[config.mk]
export PLATFORM = sky130hd
export DESIGN_NAME = pending_event_queue_core
export DESIGN_NICKNAME = d
export VERILOG_FILES = /design/src/hw/rtl/peq_pkg.sv /design/src/hw/rtl/peq_link_ram.sv /design/src/hw/rtl/peq_seq.sv /design/src/hw/rtl/pending_event_queue_core.sv
export VERILOG_INCLUDE_DIRS = /design/src /design/src/hw/rtl
export SDC_FILE = /design/constraint.sdc
export NUM_CORES = 1
export LEC_CHECK = 0
export BUFFER_PORTS_ARGS = -buffer_cell sky130_fd_sc_hd__buf_4
export CAP_MARGIN = 20
export CELL_PAD_IN_SITES_DETAIL_PLACEMENT = 1
export CELL_PAD_IN_SITES_GLOBAL_PLACEMENT = 1
export CORE_MARGIN = 2
export CORE_UTILIZATION = 48
export DETAILED_ROUTE_END_ITERATION = 8
export PLACE_DENSITY_LB_ADDON = 0.1
export SLEW_MARGIN = 30
export SYNTH_ARGS = -nofsm -noshare
export SYNTH_HDL_FRONTEND = slang
export SYNTH_HIERARCHICAL = 1
export SYNTH_SLANG_ARGS = --single-unit
[constraint.sdc]
create_clock -name clk_i -period 4.05 [get_ports clk_i]
set_input_delay 0.405 -clock clk_i [delete_from_list [all_inputs] [get_ports clk_i]]
set_output_delay 0.405 -clock clk_i [all_outputs]
set_load 0.01 [all_outputs]
[src/hw/rtl/pending_event_queue_core_defines.svh]
// assertion macros used by the pending event queue sequencer
`ifndef PENDING_EVENT_QUEUE_CORE_DEFINES_SVH
`define PENDING_EVENT_QUEUE_CORE_DEFINES_SVH

// assertion on an explicit clock and active-low reset
`define PEQ_ASSERT_CR(label, clk, rstn, prop, msg) \
  label: assert property (@(posedge clk) disable iff (!rstn) prop) else $error(msg);

// assertion on the usual clk_i / rst_ni pair
`define PEQ_ASSERT(label, prop, msg) \
  `PEQ_ASSERT_CR(label, clk_i, rst_ni, prop, msg)

`endif

[src/hw/rtl/peq_pkg.sv]
// types and constants of the pending event queue
`default_nettype none

package peq_pkg;

  localparam int unsigned NumEvents = 32;
  localparam int unsigned EvtW      = $clog2(NumEvents);

  localparam logic [1:0] CmdEnable  = 2'd0;
  localparam logic [1:0] CmdDisable = 2'd1;
  localparam logic [1:0] CmdSet     = 2'd2;
  localparam logic [1:0] CmdPop     = 2'd3;

  typedef struct packed {
    logic [1:0]      command;
    logic [EvtW-1:0] event_id;
  } in_item_t;

  typedef struct packed {
    logic            ok;
    logic            popped_valid;
    logic [EvtW-1:0] popped_event;
    logic            event_enabled;
  } out_item_t;

  typedef struct packed {
    logic            rd_en;
    logic [EvtW-1:0] rd_addr;
    logic            wr_en;
    logic [EvtW-1:0] wr_addr;
    logic [EvtW-1:0] wr_data;
  } link_req_t;

  typedef enum logic [5:0] {
    StIdle   = 6'b000001,
    StExec   = 6'b000010,
    StHead   = 6'b000100,
    StWalk   = 6'b001000,
    StUnlink = 6'b010000,
    StDone   = 6'b100000
  } seq_state_e;

endpackage

`default_nettype wire

[src/hw/rtl/peq_link_ram.sv]
// single-port-write, single-port-read link memory with registered read data
`default_nettype none

module peq_link_ram #(
  parameter int unsigned Width = 5,
  parameter int unsigned Depth = 32
) (
  input  wire logic                     clk_i,
  input  wire logic                     rd_en_i,
  input  wire logic [$clog2(Depth)-1:0] rd_addr_i,
  output logic      [Width-1:0]         rd_data_o,
  input  wire logic                     wr_en_i,
  input  wire logic [$clog2(Depth)-1:0] wr_addr_i,
  input  wire logic [Width-1:0]         wr_data_i
);

  logic [Width-1:0] mem_q [Depth];

  always_ff @(posedge clk_i) begin
    if (wr_en_i) begin
      mem_q[wr_addr_i] <= wr_data_i;
    end
  end

  always_ff @(posedge clk_i) begin
    if (rd_en_i) begin
      rd_data_o <= mem_q[rd_addr_i];
    end
  end

endmodule

`default_nettype wire

[src/hw/rtl/peq_seq.sv]
// command sequencer: event flags, queue pointers and the unlink walk
`default_nettype none
`include "pending_event_queue_core_defines.svh"

module peq_seq (
  input  wire logic                           clk_i,
  input  wire logic                           rst_ni,
  input  wire logic                           in_valid_i,
  input  wire peq_pkg::in_item_t              in_data_i,
  output logic                                in_ready_o,
  input  wire logic                           res_ready_i,
  output logic                                res_valid_o,
  output peq_pkg::out_item_t                  res_o,
  output peq_pkg::link_req_t                  link_req_o,
  input  wire logic [peq_pkg::EvtW-1:0]       link_rdata_i
);

  localparam logic [peq_pkg::EvtW-1:0] CntLast = peq_pkg::EvtW'(peq_pkg::NumEvents - 1);

  peq_pkg::seq_state_e state_q, state_d;
  logic [1:0]                     cmd_q, cmd_d;
  logic [peq_pkg::EvtW-1:0]       id_q, id_d;
  logic [peq_pkg::NumEvents-1:0]  en_q, en_d;
  logic [peq_pkg::NumEvents-1:0]  pend_q, pend_d;
  logic [peq_pkg::EvtW-1:0]       head_q, head_d;
  logic [peq_pkg::EvtW-1:0]       tail_q, tail_d;
  logic                           nonempty_q, nonempty_d;
  logic [peq_pkg::EvtW-1:0]       cur_q, cur_d;
  logic [peq_pkg::EvtW-1:0]       cnt_q, cnt_d;
  peq_pkg::out_item_t             res_q, res_d;
  logic                           accept;

  assign in_ready_o  = (state_q == peq_pkg::StIdle) ||
                       ((state_q == peq_pkg::StDone) && res_ready_i);
  assign accept      = in_valid_i && in_ready_o;
  assign res_valid_o = (state_q == peq_pkg::StDone);
  assign res_o       = res_q;

  always_comb begin
    state_d    = state_q;
    cmd_d      = cmd_q;
    id_d       = id_q;
    en_d       = en_q;
    pend_d     = pend_q;
    head_d     = head_q;
    tail_d     = tail_q;
    nonempty_d = nonempty_q;
    cur_d      = cur_q;
    cnt_d      = cnt_q;
    res_d      = res_q;
    link_req_o = '0;

    case (state_q)
      peq_pkg::StIdle: begin
        if (accept) begin
          cmd_d   = in_data_i.command;
          id_d    = in_data_i.event_id;
          state_d = peq_pkg::StExec;
        end
      end

      peq_pkg::StExec: begin
        res_d   = '0;
        state_d = peq_pkg::StDone;
        case (cmd_q)
          peq_pkg::CmdEnable: begin
            if (!en_q[id_q]) begin
              en_d[id_q] = 1'b1;
              res_d.ok   = 1'b1;
            end
            res_d.event_enabled = 1'b1;
          end
          peq_pkg::CmdDisable: begin
            if (en_q[id_q]) begin
              en_d[id_q]   = 1'b0;
              pend_d[id_q] = 1'b0;
              if (pend_q[id_q] && nonempty_q) begin
                if (head_q == id_q) begin
                  if (tail_q == id_q) begin
                    nonempty_d = 1'b0;
                  end else begin
                    link_req_o.rd_en   = 1'b1;
                    link_req_o.rd_addr = id_q;
                    state_d            = peq_pkg::StHead;
                  end
                end else begin
                  cur_d = head_q;
                  cnt_d = '0;
                  if (head_q != tail_q) begin
                    link_req_o.rd_en   = 1'b1;
                    link_req_o.rd_addr = head_q;
                    state_d            = peq_pkg::StWalk;
                  end
                end
              end
            end
          end
          peq_pkg::CmdSet: begin
            if (en_q[id_q] && !pend_q[id_q]) begin
              pend_d[id_q] = 1'b1;
              if (!nonempty_q) begin
                head_d     = id_q;
                nonempty_d = 1'b1;
              end else begin
                link_req_o.wr_en   = 1'b1;
                link_req_o.wr_addr = tail_q;
                link_req_o.wr_data = id_q;
              end
              tail_d = id_q;
            end
            res_d.event_enabled = en_q[id_q];
          end
          default: begin
            // pop of the oldest pending event
            if (nonempty_q) begin
              pend_d[head_q]      = 1'b0;
              res_d.ok            = 1'b1;
              res_d.popped_valid  = 1'b1;
              res_d.popped_event  = head_q;
              res_d.event_enabled = en_q[head_q];
              if (head_q == tail_q) begin
                nonempty_d = 1'b0;
              end else begin
                link_req_o.rd_en   = 1'b1;
                link_req_o.rd_addr = head_q;
                state_d            = peq_pkg::StHead;
              end
            end
          end
        endcase
      end

      peq_pkg::StHead: begin
        head_d  = link_rdata_i;
        state_d = peq_pkg::StDone;
      end

      peq_pkg::StWalk: begin
        // link_rdata_i holds the successor of cur_q
        if (link_rdata_i == id_q) begin
          link_req_o.rd_en   = 1'b1;
          link_req_o.rd_addr = id_q;
          state_d            = peq_pkg::StUnlink;
        end else begin
          cur_d = link_rdata_i;
          cnt_d = cnt_q + 1'b1;
          if ((link_rdata_i == tail_q) || (cnt_q == CntLast)) begin
            state_d = peq_pkg::StDone;
          end else begin
            link_req_o.rd_en   = 1'b1;
            link_req_o.rd_addr = link_rdata_i;
          end
        end
      end

      peq_pkg::StUnlink: begin
        // bypass the removed event: predecessor takes its successor
        link_req_o.wr_en   = 1'b1;
        link_req_o.wr_addr = cur_q;
        link_req_o.wr_data = link_rdata_i;
        if (tail_q == id_q) begin
          tail_d = cur_q;
        end
        state_d = peq_pkg::StDone;
      end

      peq_pkg::StDone: begin
        if (res_ready_i) begin
          if (accept) begin
            cmd_d   = in_data_i.command;
            id_d    = in_data_i.event_id;
            state_d = peq_pkg::StExec;
          end else begin
            state_d = peq_pkg::StIdle;
          end
        end
      end

      default: begin
        state_d = peq_pkg::StIdle;
      end
    endcase
  end

  always_ff @(posedge clk_i or negedge rst_ni) begin
    if (!rst_ni) begin
      state_q    <= peq_pkg::StIdle;
      en_q       <= '0;
      pend_q     <= '0;
      head_q     <= '0;
      tail_q     <= '0;
      nonempty_q <= 1'b0;
    end else begin
      state_q    <= state_d;
      en_q       <= en_d;
      pend_q     <= pend_d;
      head_q     <= head_d;
      tail_q     <= tail_d;
      nonempty_q <= nonempty_d;
    end
  end

  always_ff @(posedge clk_i) begin
    cmd_q <= cmd_d;
    id_q  <= id_d;
    cur_q <= cur_d;
    cnt_q <= cnt_d;
    res_q <= res_d;
  end

  `PEQ_ASSERT(a_ends_pending,
    (nonempty_q && (state_q == peq_pkg::StIdle || state_q == peq_pkg::StDone)) |->
      (pend_q[head_q] && pend_q[tail_q]),
    "queue head or tail not marked pending")

  `PEQ_ASSERT(a_empty_none_pending,
    (!nonempty_q && (state_q == peq_pkg::StIdle || state_q == peq_pkg::StDone)) |->
      (pend_q == '0),
    "pending event left while queue is empty")

  `PEQ_ASSERT(a_pending_enabled,
    (state_q == peq_pkg::StIdle || state_q == peq_pkg::StDone) |-> ((pend_q & ~en_q) == '0),
    "pending event that is not enabled")

  `PEQ_ASSERT(a_pop_only_on_pop,
    (res_valid_o && res_o.popped_valid) |-> (cmd_q == peq_pkg::CmdPop && res_o.ok),
    "popped event reported outside a successful pop")

endmodule

`default_nettype wire

[src/hw/rtl/pending_event_queue_core.sv]
// Pending event queue: keeps NumEvents events, each enabled or not, and links pending
// events into an arrival-ordered queue in a small link memory. Commands are enable,
// disable, set pending (deduplicated) and pop oldest; each gives exactly one result.
// Work per command is set by link memory round trips: enable, set, a disable of an
// event that is not queued, and a pop or disable of the only queued event need none;
// any other pop or disable of the queue head reads the new head from the link memory;
// a disable deeper in the queue walks the links at one read per cycle.
// A finished result sits in an output register, so the next command can be accepted
// while the previous result waits.
`default_nettype none

module pending_event_queue_core (
  input  wire logic           clk_i,
  input  wire logic           rst_ni,
  input  wire logic           in_valid_i,
  output logic                in_ready_o,
  input  wire peq_pkg::in_item_t in_data_i,
  output logic                out_valid_o,
  input  wire logic           out_ready_i,
  output peq_pkg::out_item_t  out_data_o
);

  peq_pkg::link_req_t       link_req;
  logic [peq_pkg::EvtW-1:0] link_rdata;
  logic                     res_valid;
  logic                     res_ready;
  peq_pkg::out_item_t       res;
  logic                     out_valid_q, out_valid_d;
  peq_pkg::out_item_t       out_data_q;

  // output slot frees up when empty or when its transfer completes this cycle
  assign res_ready   = !out_valid_q || out_ready_i;
  assign out_valid_d = (res_valid && res_ready) || (out_valid_q && !out_ready_i);

  peq_seq u_seq (
    .clk_i        (clk_i),
    .rst_ni       (rst_ni),
    .in_valid_i   (in_valid_i),
    .in_data_i    (in_data_i),
    .in_ready_o   (in_ready_o),
    .res_ready_i  (res_ready),
    .res_valid_o  (res_valid),
    .res_o        (res),
    .link_req_o   (link_req),
    .link_rdata_i (link_rdata)
  );

  peq_link_ram #(
    .Width (peq_pkg::EvtW),
    .Depth (peq_pkg::NumEvents)
  ) u_link_ram (
    .clk_i     (clk_i),
    .rd_en_i   (link_req.rd_en),
    .rd_addr_i (link_req.rd_addr),
    .rd_data_o (link_rdata),
    .wr_en_i   (link_req.wr_en),
    .wr_addr_i (link_req.wr_addr),
    .wr_data_i (link_req.wr_data)
  );

  always_ff @(posedge clk_i or negedge rst_ni) begin
    if (!rst_ni) begin
      out_valid_q <= 1'b0;
    end else begin
      out_valid_q <= out_valid_d;
    end
  end

  always_ff @(posedge clk_i) begin
    if (res_valid && res_ready) begin
      out_data_q <= res;
    end
  end

  assign out_valid_o = out_valid_q;
  assign out_data_o  = out_data_q;

endmodule

`default_nettype wire

==> key figures <==
Outcome
  • Status: finished, violations left
  • Failing checks: negative setup slack

Yosys
  • Sequential share of the synthesized area: 59.4%
  • Mux contribution to synthesized area: 13.5%
  • Syn. warnings: 6
  • Top FF cell, synth: edfxtp_1
  • Simple-Gate Fraction of Synth Area: 9.95%
  • EDFF count, synth: 198
  • XOR/XNOR Fraction of Synth Area: 1.82%
  • Syn Area/Cell: 13.9 um2
  • Fraction of the mapped netlist area in adder cells: 0.558%
  • Synth Net Count: 984
  • Post-synthesis async set-or-reset flop share: 29.3%
  • Mapped Cells: 967
  • Largest family of logic cells by synthesized area: multiplexers
  • Register bit total from synthesis: 280
  • Compound-gate portion of the synthesized area: 11.5%
  • Post-synthesis cell type count: 72
  • Mapped Area: 13500 um2

Timing
  • Worst setup margin: -0.146 ns
  • Final setup fails: 5
  • Minimum clock period: 4.20 ns
  • FMAX: 238 MHz
  • Worst clock skew: 0.0406 ns
  • Fin crit share: 104%
  • Worst slew pin tran: 0.713 ns
  • Pins over their slew limit: 0
  • Slew headroom: 52.5%
  • Hold slack: 0.0269 ns
  • Unrepaired setup endpoints after global routing: yes
  • Hold Vio Cnt, Final: 0

Critical path
  • Critical Path Source Type: flop
  • Flop2flop setup slack: -0.15 ns
  • Worst Setup End Kind: flop
  • Critical path's largest stage delay: 0.58 ns
  • Crit path max fanout: 5
  • R2R Path End: u_link_ram/rd_data_o[2]
  • Cell Chain, Critical Path: buf_12 -> mux2i_1 -> a32oi_1 -> o311ai_2 -> or4_4 -> nor2_4 -> a32oi_4 -> o21bai_4 -> buf_12 -> buf_16 -> mux4_2 -> mux4_2 -> mux2_4
  • Critical Path AT: 4.54 ns
  • R2R depth: 13
  • Delay-heaviest family, CP: multiplexers
  • Worst Path Buf+Inv: 3
  • Slowest stage cell on the critical path: or4_4
  • Critical R2R Launch: u_seq/id_q[0]
  • Req. time, crit path: 4.39 ns
  • WS Path Type: reg2reg

Clock network
  • Clock-pin slew on the worst setup and hold paths: 0.07 ns
  • Worst-Skew Late Latency: 0.59 ns
  • CTS root buffer: clkbuf_16
  • Htree depth: 1
  • Clock Path Buffers: 3
  • Num Clock Sinks: 280
  • TritonCTS clock tree: built
  • Num CTS Buffers: 30

Placed design
  • Dpl hpwl: 26200 um
  • Gpl congestion: 0.926
  • Input/output buffers: 20

Flow run
  • Max-cap violations: 0

Drt
  • Detail-routed via count per cell: 6.43
  • Routed wire length: 40000 um
  • Drt drc: 0
  • First-iteration detailed-routing DRC count: 937
  • Via count: 9406
  • Antenna viol nets, final: 0
  • DR WL/cell: 27.3 um
  • Total iterations of the first detailed-routing run: 7

Floorplanning
  • Top Ports: 21
  • Die W: 171 um
  • Die Y: 171 um
  • Row cnt: 61
  • Total Die Area: 29400 um2
  • Initial core utilization: 48.6%
  • Core Region: 27700 um2

Final layout
  • Area growth syn-to-layout: 19.7%
  • Post-layout nets: 1077
  • Share of layout cells above drive strength 1: 29.2%
  • Antenna cells: 0

Global routing
  • Vias in the first global route: 9959
  • Initial antenna violation count: 0
  • Grt ovf: 0
  • GRT Overall Usage: 27.4%
  • GR Util met2: 46.8%
  • Largest net degree at the start of global routing: 50
  • First-pass GRT wire length: 60400 um
  • Met3 Usage GRT: 4.23%
  • GR Util met1: 35.9%
  • GRT Max-Usage Layer: met2

Worst hold path
  • Worst min-delay path endpoint: u_seq/id_q[0]
  • Hold crit path type: in2reg
  • Worst Hold Launch: in_data_i[0]
  • Worst Hold Depth: 1

Pwr
  • Final total power: 8.17 mW
  • PwrDens: 507 nW/um2
  • VDD IR max: 0.366 mV
  • Pleak: 6.06 nW
==> worst max-delay path by stage <==
stage	startpoint	endpoint	slack, ns	cells past startpoint
after floorplan	u_seq/id_q[0]	u_link_ram/rd_data_o[0]	0.05	14
after global placement	u_seq/id_q[0]	u_link_ram/rd_data_o[3]	-0.15	12
after detailed placement	u_seq/id_q[2]	u_link_ram/rd_data_o[2]	-0.25	12
after CTS	u_seq/id_q[0]	u_link_ram/rd_data_o[0]	-0.04	14
after global routing	u_seq/id_q[0]	u_link_ram/rd_data_o[1]	-0.27	14
final	u_seq/id_q[0]	u_link_ram/rd_data_o[2]	-0.15	13
==> cells by family (layout without fill, tap and decap cells) <==
kind of cell | Yosys count | count (layout)
DFF | 280 | 280
and+or+nand+nor | 245 | 245
AOI/OAI and AO/OA | 213 | 213
muxes | 99 | 99
buffers and inverters | 96 | 213
xor gates and xnor gates | 28 | 28
adders and majority gates | 6 | 6
==> report_power, final <==
group | internal, mW | leakage [nW] | switching, mW | total [mW]
clock network | 1.77 | 0.516 | 1.18 | 2.94
registers | 3.21 | 3.24 | 0.140 | 3.35
logic | 0.730 | 2.30 | 1.14 | 1.87
==> layout make-up <==
cell class	count	area, um2
clock buffer	37	818
clock inverter	19	260
fill	2649	11600
inverter	22	82.6
multi-input combinational	591	5240
sequential	280	8000
tap	378	473
timing repair buffer	135	1230
==> metrics by stage <==
step	util, %	instances	worst slack [ns]	area [um2]	setup TNS [ns]
after global routing	58.1	1462	-0.274	16100	-2.02
after global placement	52.8	1393	-0.148	14600	-0.728
after detailed placement	52.8	1393	-0.252	14600	-1.06
after CTS	57.1	1453	-0.0379	15800	-0.136
final	58.1	1462	-0.146	16100	-0.629
after floorplan	-	967	0.0491	13500	0
==> routing by layer <==
layer,share of wire [%],vias to the layer above
li1,-,4041
met4,3.0,0
met5,0,-
met2,50,365
met3,5.5,83
met1,41,4917
==> repair_timing <==
item / in CTS / in global routing
gates resized for setup: 15 / 35
pin swaps: 3 / 12
endpoints found under the hold margin: 39 / 0
setup endpoints to repair: 5 / 96
hold buffers: 1 / 0
setup buffers: 2 / 5
cloned: 1 / 5
==> cells in the mapped netlist (9+ instances only) <==
cell type,instances,area share [%]
mux2_2,14,1.2
nor2b_1,9,0.42
a2bb2oi_1,30,2.0
nor3_1,44,1.6
buf_2,13,0.48
a22o_1,10,0.65
nand3b_1,13,0.73
xnor2_1,10,0.65
mux2i_1,20,1.5
dfrtp_1,81,15
mux4_2,64,11
and2_1,10,0.46
xor2_1,18,1.2
nand3_1,20,0.74
nand4_1,11,0.51
a31oi_1,11,0.51
clkbuf_1,44,1.2
a41oi_1,9,0.59
a21oi_1,12,0.45
nand2_1,36,1.0
inv_1,20,0.56
o22ai_1,36,1.7
o31ai_1,28,1.6
o21ai_0,30,1.1
nor2_1,53,1.5
edfxtp_1,198,44
==> cell usage in the layout (no fill, tap or decap), types with 11 or more instances in the layout <==
master,n
nor2_2,14
inv_1,20
o22ai_1,35
edfxtp_1,198
mux2i_1,18
xor2_1,18
nand3_1,20
o21ai_0,30
o31ai_1,28
nand2_1,36
nand4_1,11
nor3_1,44
mux4_2,64
clkbuf_16,35
a2bb2oi_1,30
nand3b_1,13
dfrtp_1,81
nor2_1,37
buf_4,115
a21oi_1,12
No activity file was read; power rests on OpenSTA's default activity.
